<file path="src/hdl/positional_insert_delete_list_assert.svh">
// Assertion shorthands shared by the list controller.
// The including module must provide aclk and aresetn.
`ifndef POSITIONAL_INSERT_DELETE_LIST_ASSERT_SVH
`define POSITIONAL_INSERT_DELETE_LIST_ASSERT_SVH

// Same-cycle implication.
`define PIDL_ASSERT_IMP(lbl, ante, cons, msg) \
    lbl: assert property (@(posedge aclk) disable iff (!aresetn) (ante) |-> (cons)) \
        else $error(msg);

// Next-cycle implication.
`define PIDL_ASSERT_NXT(lbl, ante, cons, msg) \
    lbl: assert property (@(posedge aclk) disable iff (!aresetn) (ante) |=> (cons)) \
        else $error(msg);

`endif

</file>
<file path="src/hdl/pidl_pkg.sv">
`timescale 1ns / 1ps

package pidl_pkg;

    localparam int PIDL_DEPTH = 64;
    localparam int VALUE_W    = 32;
    localparam int POS_W      = 7;
    localparam int OP_W       = 3;
    localparam int STATUS_W   = 3;

    typedef enum logic [OP_W-1:0] {
        OP_CREATE  = 3'd0,
        OP_LOAD    = 3'd1,
        OP_INSERT  = 3'd2,
        OP_DELETE  = 3'd3,
        OP_DISPLAY = 3'd4
    } op_e_t;

    typedef enum logic [STATUS_W-1:0] {
        ST_OK          = 3'd0,
        ST_FULL        = 3'd1,
        ST_EMPTY       = 3'd2,
        ST_BAD_POS     = 3'd3,
        ST_BAD_COUNT   = 3'd4,
        ST_NOT_LOADING = 3'd5
    } status_e_t;

    typedef enum logic [0:0] {
        S_IDLE = 1'b0,
        S_DISP = 1'b1
    } state_e_t;

    // Controller to datapath.
    typedef struct packed {
        logic exec;        // input transfer this cycle
        logic out_single;  // load a single-result item into the output register
        logic disp_step;   // emit one display entry and rotate the list
    } cmd_t;

    // Datapath to controller.
    typedef struct packed {
        logic list_empty;
        logic disp_last;
    } stat_t;

endpackage

</file>
<file path="src/hdl/pidl_ctrl.sv">
`timescale 1ns / 1ps
`include "positional_insert_delete_list_assert.svh"

module pidl_ctrl (
    input  logic            aclk,
    input  logic            aresetn,
    input  logic            s_tvalid,
    output logic            s_tready,
    input  pidl_pkg::op_e_t op,
    output logic            m_tvalid,
    input  logic            m_tready,
    input  pidl_pkg::stat_t stat,
    output pidl_pkg::cmd_t  cmd
);
    import pidl_pkg::*;

    state_e_t state_reg, state_next;
    logic     m_valid_reg, m_valid_next;
    logic     out_free;

    assign out_free = !m_valid_reg || m_tready;
    assign m_tvalid = m_valid_reg;

    always_ff @(posedge aclk) begin
        if (!aresetn) begin
            state_reg   <= S_IDLE;
            m_valid_reg <= 1'b0;
        end else begin
            state_reg   <= state_next;
            m_valid_reg <= m_valid_next;
        end
    end

    always_comb begin
        state_next     = state_reg;
        m_valid_next   = m_valid_reg && !m_tready;
        s_tready       = 1'b0;
        cmd.exec       = 1'b0;
        cmd.out_single = 1'b0;
        cmd.disp_step  = 1'b0;
        case (state_reg)
            S_IDLE: begin
                s_tready = out_free;
                cmd.exec = s_tvalid && out_free;
                if (cmd.exec) begin
                    case (op)
                        OP_CREATE, OP_LOAD, OP_INSERT, OP_DELETE: begin
                            cmd.out_single = 1'b1;
                            m_valid_next   = 1'b1;
                        end
                        OP_DISPLAY: begin
                            if (stat.list_empty) begin
                                cmd.out_single = 1'b1;
                                m_valid_next   = 1'b1;
                            end else begin
                                state_next = S_DISP;
                            end
                        end
                        default: ;
                    endcase
                end
            end
            S_DISP: begin
                if (out_free) begin
                    cmd.disp_step = 1'b1;
                    m_valid_next  = 1'b1;
                    if (stat.disp_last) begin
                        state_next = S_IDLE;
                    end
                end
            end
            default: state_next = S_IDLE;
        endcase
    end

    `PIDL_ASSERT_NXT(a_disp_holds_on_stall, (state_reg == S_DISP) && m_valid_reg && !m_tready,
                     state_reg == S_DISP, "display left while an entry was stalled")
    `PIDL_ASSERT_NXT(a_disp_start, cmd.exec && (op == OP_DISPLAY) && !stat.list_empty,
                     (state_reg == S_DISP) && !m_valid_reg, "display did not start cleanly")
    `PIDL_ASSERT_NXT(a_disp_end, cmd.disp_step && stat.disp_last,
                     (state_reg == S_IDLE) && m_valid_reg, "final display entry not presented")

endmodule

</file>
<file path="config.mk">
export PLATFORM = sky130hd
export DESIGN_NAME = pidl_ctrl
export DESIGN_NICKNAME = d
export VERILOG_FILES = /design/src/hdl/pidl_pkg.sv /design/src/hdl/pidl_ctrl.sv
export VERILOG_INCLUDE_DIRS = /design/src /design/src/hdl
export SDC_FILE = /design/constraint.sdc
export NUM_CORES = 1
export LEC_CHECK = 0
export ABC_AREA = 1
export ABC_CLOCK_PERIOD_IN_PS = 1800
export BUFFER_PORTS_ARGS = -buffer_cell sky130_fd_sc_hd__buf_4
export CAP_MARGIN = 20
export CORE_AREA = 5 5 42 44
export DETAILED_ROUTE_END_ITERATION = 8
export DIE_AREA = 0 0 47 49
export PLACE_DENSITY = 0.37
export SLEW_MARGIN = 20
export SYNTH_ARGS = -nofsm -noshare
export SYNTH_HDL_FRONTEND = slang
export SYNTH_SLANG_ARGS = --single-unit
</file>
<file path="constraint.sdc">
create_clock -name aclk -period 1.8 [get_ports aclk]
set_input_delay 0.36 -clock aclk [delete_from_list [all_inputs] [get_ports aclk]]
set_output_delay 0.36 -clock aclk [all_outputs]
set_load 0.05 [all_outputs]
</file>
==> impl_metrics.tcl, run 1 <==
set metrics [dict create \
    die_w_um 47 \
    nets 52 \
    muxShareOfSynthArea 0 \
    grt.total_usage 0.0492 \
    post-cts-setup-buffers 0 \
    portBuffers 13 \
    clk_latency_ns 0.23 \
    critPathArrivalTime_ns 1.04 \
    synth_top_cell_area_share 0.281 \
    syn_avg_cell_area_um2 5.71 \
    switching_share 0.315 \
    synth-compound-area-share 0.105 \
    drtAntennaViolNets 0 \
    power.density_nw_per_um2 749 \
    p_switching_uw 66.6 \
    ys_ff_latch 2 \
    p_leak_uw 0.000161 \
    rows 14 \
    antenna_found_initial 0 \
    clock_skew_ns 0.000563 \
    cp_max_fo 3 \
    grt_pass1_vias 219 \
    fin_tns_setup_ns 0 \
    dr_total_vias 193 \
    dieArea_um2 2300 \
    ios 14 \
    yosysUniqueCellTypes 11 \
    routedWlPerCell_um 7.95 \
    start_util 0.102 \
    postLayoutCellArea_um2 283 \
    synthTopCellsByArea "dfxtp_1 28%, nor2_1 18%, inv_1 16%" \
    final_max_slew_viol_count 0 \
    relSlewSlack 0.894 \
    synth_top_area_cell "dfxtp_1" \
    finalHoldViolCount 0 \
    cts_hold_buf 0 \
    cts_buffers 3 \
    seq_area_frac_synth 0.281 \
    critical_path_class "flop to output pin" \
    viasPerCell 3.39 \
    cts_root_buf "clkbuf_4" \
    diodes 0 \
    drt_wl_total_um 453 \
    fin_crit_ns 1.40 \
    coreArea_um2 1400 \
    syn_area_um2 143 \
    clk_pin_slew_ns 0.03 \
    firstDrtPassIters 2 \
    gr-total-overflow 0 \
    die_y_um 49 \
    final_cells 57 \
    dp.cells 54 \
    synthesis.instances 25 \
    vdd.ir_drop.worst_mv 0.260 \
    synth_nets 34 \
    gpl.final_weighted_congestion 0.665 \
    placed_area_um2 260 \
    outcome "completed" \
    cts_resized 0 \
    synthSimpleGateAreaFrac 0.430 \
    crit_path_end_kind "output pin" \
    synth_top_family_by_area "simple AND/OR/NAND/NOR gates" \
    critPathRequiredTime_ns 1.44 \
    maxCapViolCount 0 \
    fill_cells 182 \
    power_frac_seq 0.226 \
    worstMarginPinSlew_ns 0.158 \
    max_clock_freq_mhz 715 \
    hold_path_class "input port to flop" \
    grt_pass1_wl_um 745 \
    h-tree-depth 1 \
    drc 0 \
    cts_tree "yes" \
    drt_iter0_drc 1 \
    clkPwrFrac 0.476 \
    worstSetupStartpointType "flop" \
    cts_sinks 2 \
    yosysWarnings 0 \
    synthXorXnorAreaFrac 0 \
    finalSetupViolations 0 \
    rsz0062_at_grt "no" \
    p_comb_frac 0.298 \
    post-route-period-util 0.777 \
    clockBufferDepth 2 \
    intPower_uw 145 \
    grt_max_degree 4 \
    syn2layout_area_growth_pct 98.2 \
    synthAdderAreaFrac 0 \
    drive_gt1_frac 0.488 \
]
-- cells in the mapped netlist --
library cell	n
inv_1	6
dfxtp_1	2
nand2_2	1
nand3_2	1
nor2_2	1
nor2_1	7
inv_2	1
nand2_1	2
o21ai_1	1
a21oi_1	2
nand3_1	1
-- layout make-up --
class / count / area, µm² / area share
clock buffer: 3 / 22.5 / 0.0796
inverter: 7 / 26.3 / 0.0929
multi-input combinational: 16 / 76.3 / 0.270
sequential: 2 / 40.0 / 0.142
tap: 16 / 20.0 / 0.0708
timing repair buffer: 13 / 97.6 / 0.345
-- kinds of logic (layout without fill, tap and decap cells) --
group	Yosys count	count (layout)
buffers and inverters	7	23
AND/OR/NAND/NOR	13	13
AO/OA/AOI/OAI	3	3
flip-flops	2	2
-- cells in the final DEF, fill, tap and decap left out --
cell type  instances
a21oi_1            2
buf_4             13
clkbuf_4           3
dfxtp_1            2
inv_1              6
inv_2              1
nand2_1            2
nand2_2            1
nand3_1            1
nand3_2            1
nor2_1             7
nor2_2             1
o21ai_1            1
-- worst paths after layout --
path	start	to	slack [ns]	cells after the start
setup / recovery	m_tvalid$_SDFF_PN0_	s_tready	0.40	4
hold / removal	aresetn	state_reg$_SDFF_PN0_	0.37	3
setup reg to reg	m_tvalid$_SDFF_PN0_	m_tvalid$_SDFF_PN0_	1.01	4
hold reg to reg	state_reg$_SDFF_PN0_	m_tvalid$_SDFF_PN0_	0.56	2
-- through the flow --
| stage | hold WS (ns) | util | power [µW] | worst slack (ns) |
|---|---|---|---|---|
| final | 0.370 | 0.202 | 212 | 0.401 |
| after global routing | 0.413 | 0.202 | 226 | 0.333 |
| after CTS | 0.362 | 0.202 | 220 | 0.386 |
| after detailed placement | 0.557 | 0.186 | 112 | 0.455 |
| after global placement | 0.582 | 0.186 | 112 | 0.455 |
| after floorplan | 0.492 | - | 84.9 | 0.0620 |
-- power by group through the flow --
stage / Clock (µW) / Combinational (µW) / Sequential (µW)
2_1_floorplan: 0 / 31.3 / 53.7
3_3_place_gp: 0 / 64.0 / 48.4
3_5_place_dp: 0 / 63.7 / 48.5
4_1_cts: 109 / 63.8 / 47.8
5_1_grt: 109 / 68.7 / 48.1
6_report: 101 / 63.1 / 47.8
-- layer usage --
layer / GRT usage / vias up / wire (µm) / part of all wire
li1: - / 106 / - / -
met1: 0.0481 / 76 / 185 / 0.41
met2: 0.0656 / 9 / 210 / 0.46
met3: 0.0148 / 2 / 40 / 0.088
met4: 0.0691 / 0 / 17 / 0.038
met5: 0 / - / 0 / 0
-- critical path, cell delays in order, from the launching register on --
cell     delay (ns)
dfxtp_1        0.31
nand2_2        0.09
inv_1          0.05
nor2_1         0.14
buf_4          0.23
Note: power is estimated with default switching activity, not from simulation.
==> run 2: changes to the inputs <==
--- a/config.mk
+++ b/config.mk
@@ -7,7 +7,7 @@
 export NUM_CORES = 1
 export LEC_CHECK = 0
 export ABC_AREA = 1
-export ABC_CLOCK_PERIOD_IN_PS = 1800
+export ABC_CLOCK_PERIOD_IN_PS = 1400
 export BUFFER_PORTS_ARGS = -buffer_cell sky130_fd_sc_hd__buf_4
 export CAP_MARGIN = 20
 export CORE_AREA = 5 5 42 44
==> constraint.sdc (replaced) <==
create_clock -name aclk -period 1.4 [get_ports aclk]
set_input_delay 0.28 -clock aclk [delete_from_list [all_inputs] [get_ports aclk]]
set_output_delay 0.28 -clock aclk [all_outputs]
set_load 0.05 [all_outputs]
==> run 2 against run 1 <==
Against the previous run: critical path depth stayed put; first-iteration DRC count is 100% lower; flip-flop and latch count stayed put; total power is 28% higher; cell area is 2.7% higher; final cell count stayed put; clock power is 26% higher; setup slack worse by 0.29 ns; critical path type unchanged; critical endpoint is now cmd[1].
==> impl_metrics.tcl, run 2 (same netlist as run 1, synthesis figures left out) <==
set metrics [dict create \
    h-tree-depth 1 \
    routedWlPerCell_um 7.42 \
    clk_latency_ns 0.22 \
    cp_max_fo 3 \
    syn2layout_area_growth_pct 104 \
    maxCapViolCount 0 \
    min-delay-start "aresetn" \
    critPathRequiredTime_ns 1.12 \
    drc 0 \
    placed_area_um2 268 \
    finalSetupViolations 0 \
    p_total_uw 271 \
    drtAntennaViolNets 0 \
    dp_hpwl_um 369 \
    post-cts-setup-buffers 0 \
    cts_buffers 3 \
    viasPerCell 3.42 \
    cts_root_buf "clkbuf_4" \
    outcome "completed" \
    start_util 0.102 \
    crit_path_end_kind "output pin" \
    vdd.ir_drop.worst_mv 0.255 \
    portBuffers 13 \
    critPathTopFamily "flip-flops" \
    final_common_cell "buf_4" \
    antenna_found_initial 0 \
    critical_path_class "flop to output pin" \
    final_cells 57 \
    drt_iter0_drc 0 \
    grt_max_degree 4 \
    post-route-period-util 0.924 \
    crit_buf_inv 2 \
    reg2reg_to "state_reg$_SDFF_PN0_" \
    power.density_nw_per_um2 934 \
    grt.total_usage 0.0464 \
    cts_tree "yes" \
    relSlewSlack 0.893 \
    clk_pin_slew_ns 0.03 \
    final_cell_mix "13 x buf_4, 6 x inv_1, 4 x nor2_2, 4 x nor2_1, 3 x clkbuf_4" \
    rsz0062_at_grt "no" \
    firstDrtPassIters 1 \
    r2r_slack_ns 0.62 \
    drt_wl_total_um 423 \
    die_y_um 49 \
    fin_hold_ws_ns 0.289 \
    setup_slack_ns 0.106 \
    reg2reg_depth 5 \
    nets 52 \
    gpl.final_weighted_congestion 0.667 \
    ios 14 \
    gr-total-overflow 0 \
    clockBufferDepth 2 \
    worstSetupStartpointType "flop" \
    dieArea_um2 2300 \
    worstMarginPinSlew_ns 0.159 \
    slowest_delay_ns 0.31 \
    grt_pass1_wl_um 717 \
    r2r_start "m_tvalid$_SDFF_PN0_" \
    hold_path_depth 3 \
    dr_total_vias 195 \
    critPathArrivalTime_ns 1.01 \
    grt_pass1_vias 193 \
    fin_crit_ns 1.29 \
    cp_slowest_cell "dfxtp_1" \
    cts_hold_buf 0 \
    finalHoldViolCount 0 \
    drive_gt1_frac 0.561 \
    pre_cts_ws_ns 0.194 \
    clock_skew_ns 0.00236 \
    dp.cells 54 \
    path_cells "inv_2 -> nand3_2 -> nor2_2 -> buf_4" \
    p_leak_uw 0.000161 \
    hold_path_end "state_reg$_SDFF_PN0_" \
    cts_sinks 2 \
    hold_path_class "input port to flop" \
    rows 14 \
    coreArea_um2 1400 \
    cts_resized 0 \
    max_clock_freq_mhz 773 \
    final_max_slew_viol_count 0 \
    diodes 0 \
    die_w_um 47 \
    postLayoutCellArea_um2 290 \
]
## run 2: cell counts in the layout (fill, tap and decap cells not counted)
Identical to the previous run, type by type.
## run 2: how the worst max path moves through the flow
stage                               startpoint      to  depth (start not counted)
after floorplan            m_tvalid$_SDFF_PN0_  cmd[1]                          3
after global placement                   op[0]  cmd[1]                          5
after detailed placement                 op[0]  cmd[1]                          5
after CTS                 state_reg$_SDFF_PN0_  cmd[1]                          4
after global routing      state_reg$_SDFF_PN0_  cmd[1]                          4
final                     state_reg$_SDFF_PN0_  cmd[1]                          4
## run 2: final cells by class
cell class / instances / area, µm²
fill: 176 / 1110
timing repair buffer: 13 / 97.6
multi-input combinational: 16 / 83.8
sequential: 2 / 40.0
inverter: 7 / 26.3
clock buffer: 3 / 22.5
tap: 16 / 20.0
## run 2: worst register-to-register path, delay by kind of cell (launching register included)
kind / cells / cell delay, ns
flip-flops: 1 / 0.33
AND/OR/NAND/NOR: 5 / 0.33
## run 2: where the power goes
group	switching, µW	internal (µW)
sequential	1.60	59.9
clock	32.4	94.5
combinational	50.0	32.6
## run 2: routing by layer
| layer | share of wire | wire length, µm | track usage |
|---|---|---|---|
| met5 | 0 | 0 | 0 |
| met4 | 0.031 | 13 | 0.0415 |
| met3 | 0.12 | 50 | 0.0221 |
| met2 | 0.49 | 206 | 0.0656 |
| met1 | 0.36 | 152 | 0.0481 |
## run 2: stage by stage
| step | setup TNS, ns | util |
|---|---|---|
| finish | 0 | 0.207 |
| global route | 0 | 0.207 |
| CTS | 0 | 0.207 |
| detailed placement | 0 | 0.191 |
| global placement | 0 | 0.191 |
| floorplan | -0.0579 | - |
